--- src/hw/rtl/lcs_pkg.sv ---
// Shared constants, cadence ROM, status codes and command type for the LED cadence sequencer.
package lcs_pkg;

    localparam int NUM_LEDS      = 8;
    localparam int NUM_CADENCES  = 9;
    localparam int MAX_ENTRIES   = 4;

    localparam int OP_W     = 1;
    localparam int IDX_W    = 8;
    localparam int CAD_W    = 4;
    localparam int DUR_W    = 24;
    localparam int TICK_W   = 8;
    localparam int STATUS_W = 2;
    localparam int LEVELS_W = 8;
    localparam int POS_W    = 2;
    localparam int CNT_W    = 3;
    localparam int TIMER_W  = 13;

    localparam logic [TICK_W-1:0] TICK_MS_RESET = 8'd20;

    localparam logic [OP_W-1:0] OP_TICK = 1'b0;
    localparam logic [OP_W-1:0] OP_SET  = 1'b1;

    typedef enum logic [STATUS_W-1:0] {
        ST_OK          = 2'd0,
        ST_NO_LED      = 2'd1,
        ST_BAD_CADENCE = 2'd2
    } t_status;

    // entries per cadence
    localparam logic [CNT_W-1:0] CAD_COUNT [NUM_CADENCES] = '{
        3'd1, 3'd1, 3'd2, 3'd2, 3'd2, 3'd2, 3'd4, 3'd2, 3'd2
    };

    localparam logic CAD_ON [NUM_CADENCES][MAX_ENTRIES] = '{
        '{1'b0, 1'b0, 1'b0, 1'b0},
        '{1'b1, 1'b0, 1'b0, 1'b0},
        '{1'b1, 1'b0, 1'b0, 1'b0},
        '{1'b1, 1'b0, 1'b0, 1'b0},
        '{1'b1, 1'b0, 1'b0, 1'b0},
        '{1'b1, 1'b0, 1'b0, 1'b0},
        '{1'b1, 1'b0, 1'b1, 1'b0},
        '{1'b1, 1'b0, 1'b0, 1'b0},
        '{1'b1, 1'b0, 1'b0, 1'b0}
    };

    localparam logic [TIMER_W-1:0] CAD_MS [NUM_CADENCES][MAX_ENTRIES] = '{
        '{13'd100, 13'd0,    13'd0,  13'd0},
        '{13'd100, 13'd0,    13'd0,  13'd0},
        '{13'd980, 13'd20,   13'd0,  13'd0},
        '{13'd500, 13'd500,  13'd0,  13'd0},
        '{13'd20,  13'd20,   13'd0,  13'd0},
        '{13'd20,  13'd980,  13'd0,  13'd0},
        '{13'd20,  13'd20,   13'd20, 13'd940},
        '{13'd250, 13'd5000, 13'd0,  13'd0},
        '{13'd250, 13'd250,  13'd0,  13'd0}
    };

    typedef struct packed {
        logic              tick;
        logic              set;
        logic [IDX_W-1:0]  led_index;
        logic [CAD_W-1:0]  cadence;
        logic [DUR_W-1:0]  duration;
        logic              endless;
    } t_led_cmd;

endpackage

--- src/hw/rtl/lcs_if.sv ---
// Valid/ready channel interfaces for request and result beats.
interface lcs_in_if;
    logic                        valid;
    logic                        ready;
    logic [lcs_pkg::OP_W-1:0]    operation;
    logic [lcs_pkg::IDX_W-1:0]   led_index;
    logic [lcs_pkg::CAD_W-1:0]   cadence_select;
    logic [lcs_pkg::DUR_W-1:0]   duration;
    logic                        duration_forever;

    modport source (
        output valid, operation, led_index, cadence_select, duration, duration_forever,
        input  ready
    );
    modport sink (
        input  valid, operation, led_index, cadence_select, duration, duration_forever,
        output ready
    );
endinterface

interface lcs_out_if;
    logic                           valid;
    logic                           ready;
    logic [lcs_pkg::STATUS_W-1:0]   status;
    logic [lcs_pkg::LEVELS_W-1:0]   led_levels;

    modport source (
        output valid, status, led_levels,
        input  ready
    );
    modport sink (
        input  valid, status, led_levels,
        output ready
    );
endinterface

--- src/hw/rtl/lcs_cadence_bank.sv ---
// Nine cadence sequencers: position, countdown timer and level per cadence.
module lcs_cadence_bank (
    input  logic                              i_clk,
    input  logic                              i_rst_n,
    input  logic                              i_tick,
    input  logic [lcs_pkg::TICK_W-1:0]        i_tick_ms,
    output logic [lcs_pkg::NUM_CADENCES-1:0]  o_level
);

    logic [lcs_pkg::POS_W-1:0]   r_pos   [lcs_pkg::NUM_CADENCES];
    logic [lcs_pkg::TIMER_W-1:0] r_timer [lcs_pkg::NUM_CADENCES];
    logic [lcs_pkg::NUM_CADENCES-1:0] r_level;

    logic [lcs_pkg::POS_W-1:0]   n_pos   [lcs_pkg::NUM_CADENCES];
    logic [lcs_pkg::TIMER_W-1:0] n_timer [lcs_pkg::NUM_CADENCES];
    logic [lcs_pkg::NUM_CADENCES-1:0] n_level;

    logic [lcs_pkg::TIMER_W-1:0] w_step;

    assign w_step = lcs_pkg::TIMER_W'(i_tick_ms);

    always_comb begin
        logic [lcs_pkg::CNT_W-1:0] p;
        p = '0;
        for (int i = 0; i < lcs_pkg::NUM_CADENCES; i++) begin
            n_pos[i]   = r_pos[i];
            n_timer[i] = r_timer[i];
            n_level[i] = r_level[i];
            if (i_tick) begin
                if (r_timer[i] == '0) begin
                    p = lcs_pkg::CNT_W'(r_pos[i]) + lcs_pkg::CNT_W'(1);
                    if (p >= lcs_pkg::CAD_COUNT[i]) begin
                        p = '0;
                    end
                    n_pos[i]   = p[lcs_pkg::POS_W-1:0];
                    n_timer[i] = lcs_pkg::CAD_MS[i][p[lcs_pkg::POS_W-1:0]];
                    n_level[i] = lcs_pkg::CAD_ON[i][p[lcs_pkg::POS_W-1:0]];
                end else if (r_timer[i] > w_step) begin
                    n_timer[i] = r_timer[i] - w_step;
                end else begin
                    n_timer[i] = '0;
                end
            end
        end
    end

    always_ff @(posedge i_clk) begin
        if (!i_rst_n) begin
            for (int i = 0; i < lcs_pkg::NUM_CADENCES; i++) begin
                r_pos[i]   <= '0;
                r_timer[i] <= '0;
            end
            r_level <= '0;
        end else begin
            for (int i = 0; i < lcs_pkg::NUM_CADENCES; i++) begin
                r_pos[i]   <= n_pos[i];
                r_timer[i] <= n_timer[i];
            end
            r_level <= n_level;
        end
    end

    assign o_level = r_level;

endmodule

--- src/hw/rtl/lcs_led_bank.sv ---
// Per-LED binding, remaining duration and lit state.
module lcs_led_bank (
    input  logic                              i_clk,
    input  logic                              i_rst_n,
    input  lcs_pkg::t_led_cmd                 i_cmd,
    input  logic [lcs_pkg::TICK_W-1:0]        i_tick_ms,
    input  logic [lcs_pkg::NUM_CADENCES-1:0]  i_pattern_level,
    output logic [lcs_pkg::NUM_LEDS-1:0]      o_lit_next
);

    logic [lcs_pkg::CAD_W-1:0] r_choice [lcs_pkg::NUM_LEDS];
    logic [lcs_pkg::DUR_W-1:0] r_time   [lcs_pkg::NUM_LEDS];
    logic [lcs_pkg::NUM_LEDS-1:0] r_endless;
    logic [lcs_pkg::NUM_LEDS-1:0] r_lit;

    logic [lcs_pkg::CAD_W-1:0] n_choice [lcs_pkg::NUM_LEDS];
    logic [lcs_pkg::DUR_W-1:0] n_time   [lcs_pkg::NUM_LEDS];
    logic [lcs_pkg::NUM_LEDS-1:0] n_endless;
    logic [lcs_pkg::NUM_LEDS-1:0] n_lit;

    logic [lcs_pkg::DUR_W-1:0] w_step;

    assign w_step = lcs_pkg::DUR_W'(i_tick_ms);

    always_comb begin
        for (int i = 0; i < lcs_pkg::NUM_LEDS; i++) begin
            n_choice[i]  = r_choice[i];
            n_time[i]    = r_time[i];
            n_endless[i] = r_endless[i];
            n_lit[i]     = r_lit[i];
            if (i_cmd.tick) begin
                if ((r_endless[i] || r_time[i] != '0) &&
                    r_choice[i] < lcs_pkg::CAD_W'(lcs_pkg::NUM_CADENCES)) begin
                    n_lit[i] = i_pattern_level[r_choice[i]];
                end else begin
                    n_lit[i] = 1'b0;
                end
                if (!r_endless[i]) begin
                    n_time[i] = (r_time[i] > w_step) ? r_time[i] - w_step : '0;
                end
            end else if (i_cmd.set && i_cmd.led_index == lcs_pkg::IDX_W'(i)) begin
                n_choice[i]  = i_cmd.cadence;
                n_time[i]    = i_cmd.duration;
                n_endless[i] = i_cmd.endless;
            end
        end
    end

    always_ff @(posedge i_clk) begin
        if (!i_rst_n) begin
            for (int i = 0; i < lcs_pkg::NUM_LEDS; i++) begin
                r_choice[i] <= '0;
                r_time[i]   <= '0;
            end
            r_endless <= '0;
            r_lit     <= '0;
        end else begin
            for (int i = 0; i < lcs_pkg::NUM_LEDS; i++) begin
                r_choice[i] <= n_choice[i];
                r_time[i]   <= n_time[i];
            end
            r_endless <= n_endless;
            r_lit     <= n_lit;
        end
    end

    assign o_lit_next = n_lit;

endmodule

--- src/hw/rtl/led_cadence_sequencer.sv ---
// Top level: input beat register, request check, LED and cadence banks, result register.
// Takes one request beat per clock while the result side is free and returns one result
// beat per request: the beat is captured in the input register, then the LED bank and
// all nine cadence sequencers update side by side and status and LED levels land in the
// result register. A tick beat refreshes every LED from its cadence's prior level, counts
// durations down by tick_ms and steps the cadences; a set beat with good status binds one
// LED, and every set beat reports status. Results stall only while the result register
// is held by the downstream side. The user must write tick_ms through i_cfg_we/i_cfg_wdata
// only while no beat is in flight; the block does not enforce it. tick_ms resets to 20.
module led_cadence_sequencer (
    input  logic                        i_clk,
    input  logic                        i_rst_n,
    input  logic                        i_cfg_we,
    input  logic [lcs_pkg::TICK_W-1:0]  i_cfg_wdata,
    lcs_in_if.sink                      i_item,
    lcs_out_if.source                   o_result
);

    logic                         r_in_valid;
    logic [lcs_pkg::OP_W-1:0]     r_op;
    logic [lcs_pkg::IDX_W-1:0]    r_idx;
    logic [lcs_pkg::CAD_W-1:0]    r_cad;
    logic [lcs_pkg::DUR_W-1:0]    r_dur;
    logic                         r_endless;

    logic [lcs_pkg::TICK_W-1:0]   r_tick_ms;

    logic                         r_out_valid;
    lcs_pkg::t_status             r_status;
    logic [lcs_pkg::LEVELS_W-1:0] r_levels;

    logic                              w_advance;
    logic                              w_in_fire;
    lcs_pkg::t_status                  w_status;
    lcs_pkg::t_led_cmd                 w_cmd;
    logic [lcs_pkg::NUM_CADENCES-1:0]  w_pattern_level;
    logic [lcs_pkg::NUM_LEDS-1:0]      w_lit_next;
    logic [lcs_pkg::LEVELS_W-1:0]      w_levels;

    assign w_advance    = r_in_valid && (!r_out_valid || o_result.ready);
    assign i_item.ready = !r_in_valid || w_advance;
    assign w_in_fire    = i_item.valid && i_item.ready;

    always_comb begin
        priority if (r_op == lcs_pkg::OP_SET &&
                     r_cad >= lcs_pkg::CAD_W'(lcs_pkg::NUM_CADENCES)) begin
            w_status = lcs_pkg::ST_BAD_CADENCE;
        end else if (r_op == lcs_pkg::OP_SET &&
                     r_idx >= lcs_pkg::IDX_W'(lcs_pkg::NUM_LEDS)) begin
            w_status = lcs_pkg::ST_NO_LED;
        end else begin
            w_status = lcs_pkg::ST_OK;
        end
    end

    always_comb begin
        w_cmd.tick      = w_advance && r_op == lcs_pkg::OP_TICK;
        w_cmd.set       = w_advance && r_op == lcs_pkg::OP_SET && w_status == lcs_pkg::ST_OK;
        w_cmd.led_index = r_idx;
        w_cmd.cadence   = r_cad;
        w_cmd.duration  = r_dur;
        w_cmd.endless   = r_endless;
    end

    lcs_cadence_bank u_cadence_bank (
        .i_clk     (i_clk),
        .i_rst_n   (i_rst_n),
        .i_tick    (w_cmd.tick),
        .i_tick_ms (r_tick_ms),
        .o_level   (w_pattern_level)
    );

    lcs_led_bank u_led_bank (
        .i_clk           (i_clk),
        .i_rst_n         (i_rst_n),
        .i_cmd           (w_cmd),
        .i_tick_ms       (r_tick_ms),
        .i_pattern_level (w_pattern_level),
        .o_lit_next      (w_lit_next)
    );

    // only LEDs below LEVELS_W are visible
    for (genvar b = 0; b < lcs_pkg::LEVELS_W; b++) begin : g_levels
        if (b < lcs_pkg::NUM_LEDS) begin : g_on
            assign w_levels[b] = w_lit_next[b];
        end else begin : g_off
            assign w_levels[b] = 1'b0;
        end
    end

    always_ff @(posedge i_clk) begin
        if (!i_rst_n) begin
            r_in_valid  <= 1'b0;
            r_out_valid <= 1'b0;
            r_tick_ms   <= lcs_pkg::TICK_MS_RESET;
        end else begin
            if (i_cfg_we) begin
                r_tick_ms <= i_cfg_wdata;
            end
            if (i_item.ready) begin
                r_in_valid <= i_item.valid;
            end
            if (w_advance) begin
                r_out_valid <= 1'b1;
            end else if (o_result.ready) begin
                r_out_valid <= 1'b0;
            end
        end
    end

    always_ff @(posedge i_clk) begin
        if (w_in_fire) begin
            r_op      <= i_item.operation;
            r_idx     <= i_item.led_index;
            r_cad     <= i_item.cadence_select;
            r_dur     <= i_item.duration;
            r_endless <= i_item.duration_forever;
        end
        if (w_advance) begin
            r_status <= w_status;
            r_levels <= w_levels;
        end
    end

    assign o_result.valid      = r_out_valid;
    assign o_result.status     = r_status;
    assign o_result.led_levels = r_levels;

endmodule
--- src/flat_wrapper.sv ---
// flat-port wrapper written by rule: the top's interface ports become plain ports
module led_cadence_sequencer_flat 
  (i_clk, i_rst_n, i_cfg_we, i_cfg_wdata, i_item_valid, i_item_operation, i_item_led_index, i_item_cadence_select, i_item_duration, i_item_duration_forever, i_item_ready, o_result_valid, o_result_status, o_result_led_levels, o_result_ready);
  lcs_in_if i_item_i ();
  lcs_out_if o_result_i ();
  input  logic i_clk;
  input  logic i_rst_n;
  input  logic i_cfg_we;
  input  logic [lcs_pkg::TICK_W-1:0] i_cfg_wdata;
  input wire logic [$bits(i_item_i.valid)-1:0] i_item_valid;
  input wire logic [$bits(i_item_i.operation)-1:0] i_item_operation;
  input wire logic [$bits(i_item_i.led_index)-1:0] i_item_led_index;
  input wire logic [$bits(i_item_i.cadence_select)-1:0] i_item_cadence_select;
  input wire logic [$bits(i_item_i.duration)-1:0] i_item_duration;
  input wire logic [$bits(i_item_i.duration_forever)-1:0] i_item_duration_forever;
  output wire logic [$bits(i_item_i.ready)-1:0] i_item_ready;
  output wire logic [$bits(o_result_i.valid)-1:0] o_result_valid;
  output wire logic [$bits(o_result_i.status)-1:0] o_result_status;
  output wire logic [$bits(o_result_i.led_levels)-1:0] o_result_led_levels;
  input wire logic [$bits(o_result_i.ready)-1:0] o_result_ready;
  assign i_item_i.valid = i_item_valid;
  assign i_item_i.operation = i_item_operation;
  assign i_item_i.led_index = i_item_led_index;
  assign i_item_i.cadence_select = i_item_cadence_select;
  assign i_item_i.duration = i_item_duration;
  assign i_item_i.duration_forever = i_item_duration_forever;
  assign i_item_ready = i_item_i.ready;
  assign o_result_valid = o_result_i.valid;
  assign o_result_status = o_result_i.status;
  assign o_result_led_levels = o_result_i.led_levels;
  assign o_result_i.ready = o_result_ready;
  led_cadence_sequencer u_core (.i_clk(i_clk), .i_rst_n(i_rst_n), .i_cfg_we(i_cfg_we), .i_cfg_wdata(i_cfg_wdata), .i_item(i_item_i), .o_result(o_result_i));
endmodule
--- config.mk ---
export PLATFORM = sky130hd
export DESIGN_NAME = led_cadence_sequencer_flat
export DESIGN_NICKNAME = d
export VERILOG_FILES = /design/src/hw/rtl/lcs_pkg.sv /design/src/hw/rtl/lcs_if.sv /design/src/hw/rtl/lcs_cadence_bank.sv /design/src/hw/rtl/lcs_led_bank.sv /design/src/hw/rtl/led_cadence_sequencer.sv /design/src/flat_wrapper.sv
export SDC_FILE = /design/constraint.sdc
export NUM_CORES = 1
export LEC_CHECK = 0
export ABC_AREA = 1
export CAP_MARGIN = 25
export CORE_ASPECT_RATIO = 0.7
export CORE_MARGIN = 2
export CORE_UTILIZATION = 40
export DETAILED_ROUTE_END_ITERATION = 8
export DONT_BUFFER_PORTS = 1
export PLACE_DENSITY_LB_ADDON = 0.08
export SETUP_SLACK_MARGIN = 0.15
export SKIP_CTS_REPAIR_TIMING = 1
export SYNTH_ARGS = -nofsm -noshare
export SYNTH_HDL_FRONTEND = slang
export SYNTH_SLANG_ARGS = --single-unit
export TNS_END_PERCENT = 50
--- constraint.sdc ---
create_clock -name i_clk -period 6.65 [get_ports i_clk]
set_input_delay 0.665 -clock i_clk [delete_from_list [all_inputs] [get_ports i_clk]]
set_output_delay 0.665 -clock i_clk [all_outputs]
set_load 0.02 [all_outputs]
==> results.txt <==
- The flow ran to the end, and the final reports show no timing, DRC or antenna violations.
- Total grt overflow: 0
- The worst register-to-register path ends at u_core.u_led_bank.r_time[0][41].
- The root buffer cell chosen for the clock tree is sky130_fd_sc_hd__clkbuf_16.
- Global router's overall resource usage: 25.6%
- Across all hold checks on the routed design, the worst slack comes to 0.148 ns.
- For this run, design rule violations remaining after detail routing come to 0.
- Across the run, the number of max-cap violations was 0.
- TritonCTS created just under 50 clock buffers.
* Power Total: 7830 uW
- Mean instance size in the synthesized netlist: 6.26 um^2
- For the pin with the worst max-slew slack, the measured transition is about 1.1 ns.
- In this run, synthesis produced a sequential element count of 426.
* Proportion of synthesized chip area in sequential cells: 29.5%
- For the worst flop-to-flop path, the logic depth is 13.
* Number of flops mapped to enable cells by yosys: 48
- RSZ-0062 raised after global routing: no
* Final Worst Setup Slack: 3.11 ns
- Warnings, synthesis: 0
- After detailed routing, the number of vias per cell comes to 5.25.
* Maximum number of pins on one net before global-route repair: 266
* Worst hold endpoint: u_core.r_dur[15]
- Wires add up to a little over 100 mm.
- Hpwl dp: 70.1 mm
- Number of placed instances with taps included: 5,742
- Worst-case clock skew: between 0.015 and 0.02 ns
- The detailed router finished its first iteration with 2,948 violations.
- After clock tree synthesis, the clock-pin slew on the worst setup and hold paths is 0.06 ns.
- Row cnt: 84
- VDD IR max: 0.198 mV
- The core region is 0.0754 mm^2.
* Critical Path Start Type: flop
- Vert. Die Dim: 235 um
- Net count reported at finish: 5,017
* Total leakage power: 0.0153 uW
* CP startpoint: u_core.r_tick_ms[7]
* Number of top-level pins: 63
- Maximum frequency from static timing analysis: roughly 0.28 GHz
* Cell count of the worst hold path: 0
- Layout cell share with drive strength beyond 1: 3.03%
- The clock passes through at most 3 buffers.
- The worst register-to-register path has a setup slack of ~3.1 ns.
- Vias in the first global route: approximately 28,000
- TritonCTS built the clock tree.
- Synth area leader: sky130_fd_sc_hd__dfxtp_1
- Post-synthesis instance area: 0.0305 mm^2
- Antenna viol nets, final: 0
- The final number of hold-violating endpoints came to 0.
- Main flop type after synthesis: sky130_fd_sc_hd__dfxtp_1
- Of all nets on the critical path, the largest fanout is 22.
* Slew Limit Fails: 0
* Total of endpoints with negative setup slack in the final report: 0
- Period utilisation layout: 53.2%
* Crit path arrival time: approximately 4.1 ns
- Adding up every negative setup slack in the final design gives 0 ns.
* DRT Pass-1 Iters: 6
* WS Path Type: flop to flop
- Start point of the worst min-delay path: i_item_duration[15]
* Syn Inst Count: 4,879
- The synthesized netlist contains 48 unique library cells.
- R2R Path Start: u_core.r_tick_ms[7]
* Post-synth ARST share: 0%
- For this configuration, the core starts out at a cell density of between 40% and 50%.
- Net count after synthesis: 5,091
- Final non-filler cell total: 5,834
* Die W: 334 um
- Dividing total power by cell area gives a power density of 238 mW/mm^2.
* Placer congestion estimate: 0.898
- Number of H-tree levels: 2
- Endpoint class of the critical path: flop
- Number of antenna violations at the first check in global routing: 1
- Area contributors post-synth: sky130_fd_sc_hd__dfxtp_1 (25%), sky130_fd_sc_hd__nand2_1 (15%), sky130_fd_sc_hd__a21oi_1 (10%)
- Relative slew slack: 25.0%
* Number of clock sinks: 426
- In the final routed layout, each cell accounts on average for 17.6 um.
- The first global-routing pass estimated 161 mm of wire.
- DR vias: 30,600
* Skew-Pair Late Insertion Delay: ~0.62 ns
- The worst hold path belongs to the class primary input to flop.
- Tmin final: roughly 3.5 ns
- Data required time at the worst endpoint: 7.19 ns
- Layout overhead on the synthesized area: 7.85%
* Count of input and output buffers: 0
- In this run the biggest area consumer among cell types represents 24.8% of the synthesized area.
- The die covers 0.0786 mm^2.
* Worst slack at placement: 3.13 ns
[area by class of cell]
class                      instances  area, um^2
fill                            7976       42400
sequential                       426        9010
clock inverter                    24         302
antenna                            1        2.50
inverter                         659        2480
tap                              989        1240
multi-input combinational       3649       18300
timing repair buffer              20         185
clock buffer                      66        1410
[report_power, final]
part	leakage, uW	switching, uW	total (uW)	internal (uW)
logic	0.0109	1370	2010	642
clock network	0.000845	1200	2960	1760
registers	0.00354	133	2860	2720
total	0.0153	2700	7830	5130
[cell families (layout without fill, tap and decap cells)]
| logic type | count (synthesis) | count (layout) | synth area share, % |
|---|---|---|---|
| AND/OR/NAND/NOR | 2392 | 2392 | 33.2 |
| AO/OA/AOI/OAI | 994 | 994 | 16.8 |
| buffers and inverters | 804 | 769 | 10.6 |
| flip-flops | 426 | 426 | 29.5 |
| adder cells (fa/ha/maj) | 161 | 161 | 6.99 |
| XOR/XNOR | 102 | 102 | 2.93 |
| other | 0 | 1 | 0 |
[placed cells by master, fill, tap and decap left out, drive strengths merged]
| master | netlist | layout |
|---|---|---|
| and2 | 6 | 6 |
| clkbuf | 66 | 66 |
| xor2 | 85 | 85 |
| o21bai | 7 | 7 |
| bufinv | 0 | 7 |
| nor3 | 50 | 50 |
| a211oi | 6 | 6 |
| o21a | 4 | 4 |
| inv | 658 | 657 |
| fa | 16 | 16 |
| nand3 | 417 | 417 |
| edfxtp | 48 | 48 |
| xnor2 | 17 | 17 |
| nand3b | 6 | 6 |
| o211ai | 9 | 9 |
| a31oi | 8 | 8 |
| clkinvlp | 0 | 2 |
| nor4 | 6 | 6 |
| clkinv | 1 | 17 |
| diode | 0 | 1 |
| a21o | 2 | 2 |
| dfxtp | 378 | 378 |
| o221ai | 1 | 1 |
| nand4 | 107 | 107 |
| a21oi | 627 | 627 |
| nor2 | 521 | 521 |
| nand2 | 1273 | 1273 |
| or2 | 4 | 4 |
| o21ai | 319 | 319 |
| nor3b | 2 | 2 |
| a22oi | 3 | 3 |
| ha | 145 | 145 |
| buf | 79 | 20 |
| a21boi | 8 | 8 |
[worst max path at each step]
stage	end	slack (ns)	depth (start not counted)
global placement	u_core.u_led_bank.r_time[1][56]	3.12	10
finish	u_core.u_led_bank.r_time[0][41]	3.11	13
detailed placement	u_core.u_led_bank.r_time[0][44]	3.13	13
CTS	u_core.u_led_bank.r_time[0][41]	3.13	13
global route	u_core.u_led_bank.r_time[0][43]	2.91	13
floorplan	u_core.u_led_bank.r_time[1][11]	3.97	11
[worst max-delay path, stage by stage (launching register included)]
cell and delay (ns):
sky130_fd_sc_hd__dfxtp_1 0.31, sky130_fd_sc_hd__clkinv_1 0.66, sky130_fd_sc_hd__buf_4 0.51, sky130_fd_sc_hd__ha_1 0.40, sky130_fd_sc_hd__nand2_1 0.13, sky130_fd_sc_hd__inv_1 0.11, sky130_fd_sc_hd__a21oi_1 0.11, sky130_fd_sc_hd__nand2_1 0.13
sky130_fd_sc_hd__nand2_1 0.06, sky130_fd_sc_hd__nand2_1 0.07, sky130_fd_sc_hd__nand2_1 0.07, sky130_fd_sc_hd__inv_1 0.59, sky130_fd_sc_hd__nand3_1 0.16, sky130_fd_sc_hd__a21oi_1 0.15
[registers in the layout (all words and copies together), names as in the netlist, 2 cells and up]
| signal | count |
|---|---|
| u_core.u_led_bank.r_time | 192 |
| u_core.u_cadence_bank.r_timer | 104 |
| u_core.u_led_bank.r_choice | 32 |
| u_core.r_dur | 24 |
| u_core.u_cadence_bank.r_pos | 16 |
| u_core.o_result.led_levels | 8 |
| u_core.r_idx | 8 |
| u_core.r_tick_ms | 8 |
| u_core.u_cadence_bank.o_level | 8 |
| u_core.u_led_bank.r_endless | 8 |
| u_core.u_led_bank.r_lit | 8 |
| u_core.r_cad | 4 |
| u_core.o_result.status | 2 |
[through the flow]
step / area [um^2] / util (%)
final: 32900 / 43.7
after CTS: 32900 / 43.6
after global routing: 32900 / 43.7
after floorplan: 30500 / -
after global placement: 31100 / 41.3
after detailed placement: 31200 / 41.4
[synth_stat cells, types with 48 or more instances]
cell / instances
sky130_fd_sc_hd__a21oi_1: 620
sky130_fd_sc_hd__buf_2: 54
sky130_fd_sc_hd__clkbuf_1: 65
sky130_fd_sc_hd__dfxtp_1: 378
sky130_fd_sc_hd__edfxtp_1: 48
sky130_fd_sc_hd__ha_1: 145
sky130_fd_sc_hd__inv_1: 655
sky130_fd_sc_hd__nand2_1: 1258
sky130_fd_sc_hd__nand3_1: 408
sky130_fd_sc_hd__nand4_1: 107
sky130_fd_sc_hd__nor2_1: 518
sky130_fd_sc_hd__o21ai_0: 288
sky130_fd_sc_hd__xor2_1: 85
[layer usage]
layer / vias to the layer above / part of all wire (%) / track usage [%] / routed length, um
li1: 15800 / - / - / -
met1: 13900 / 52 / 39.9 / 53200
met2: 842 / 40 / 36.8 / 40700
met3: 94 / 6.6 / 3.75 / 6750
met4: 0 / 1.8 / 5.39 / 1850
met5: - / 0 / 0 / 0
Note: power is estimated with default switching activity, not from simulation.
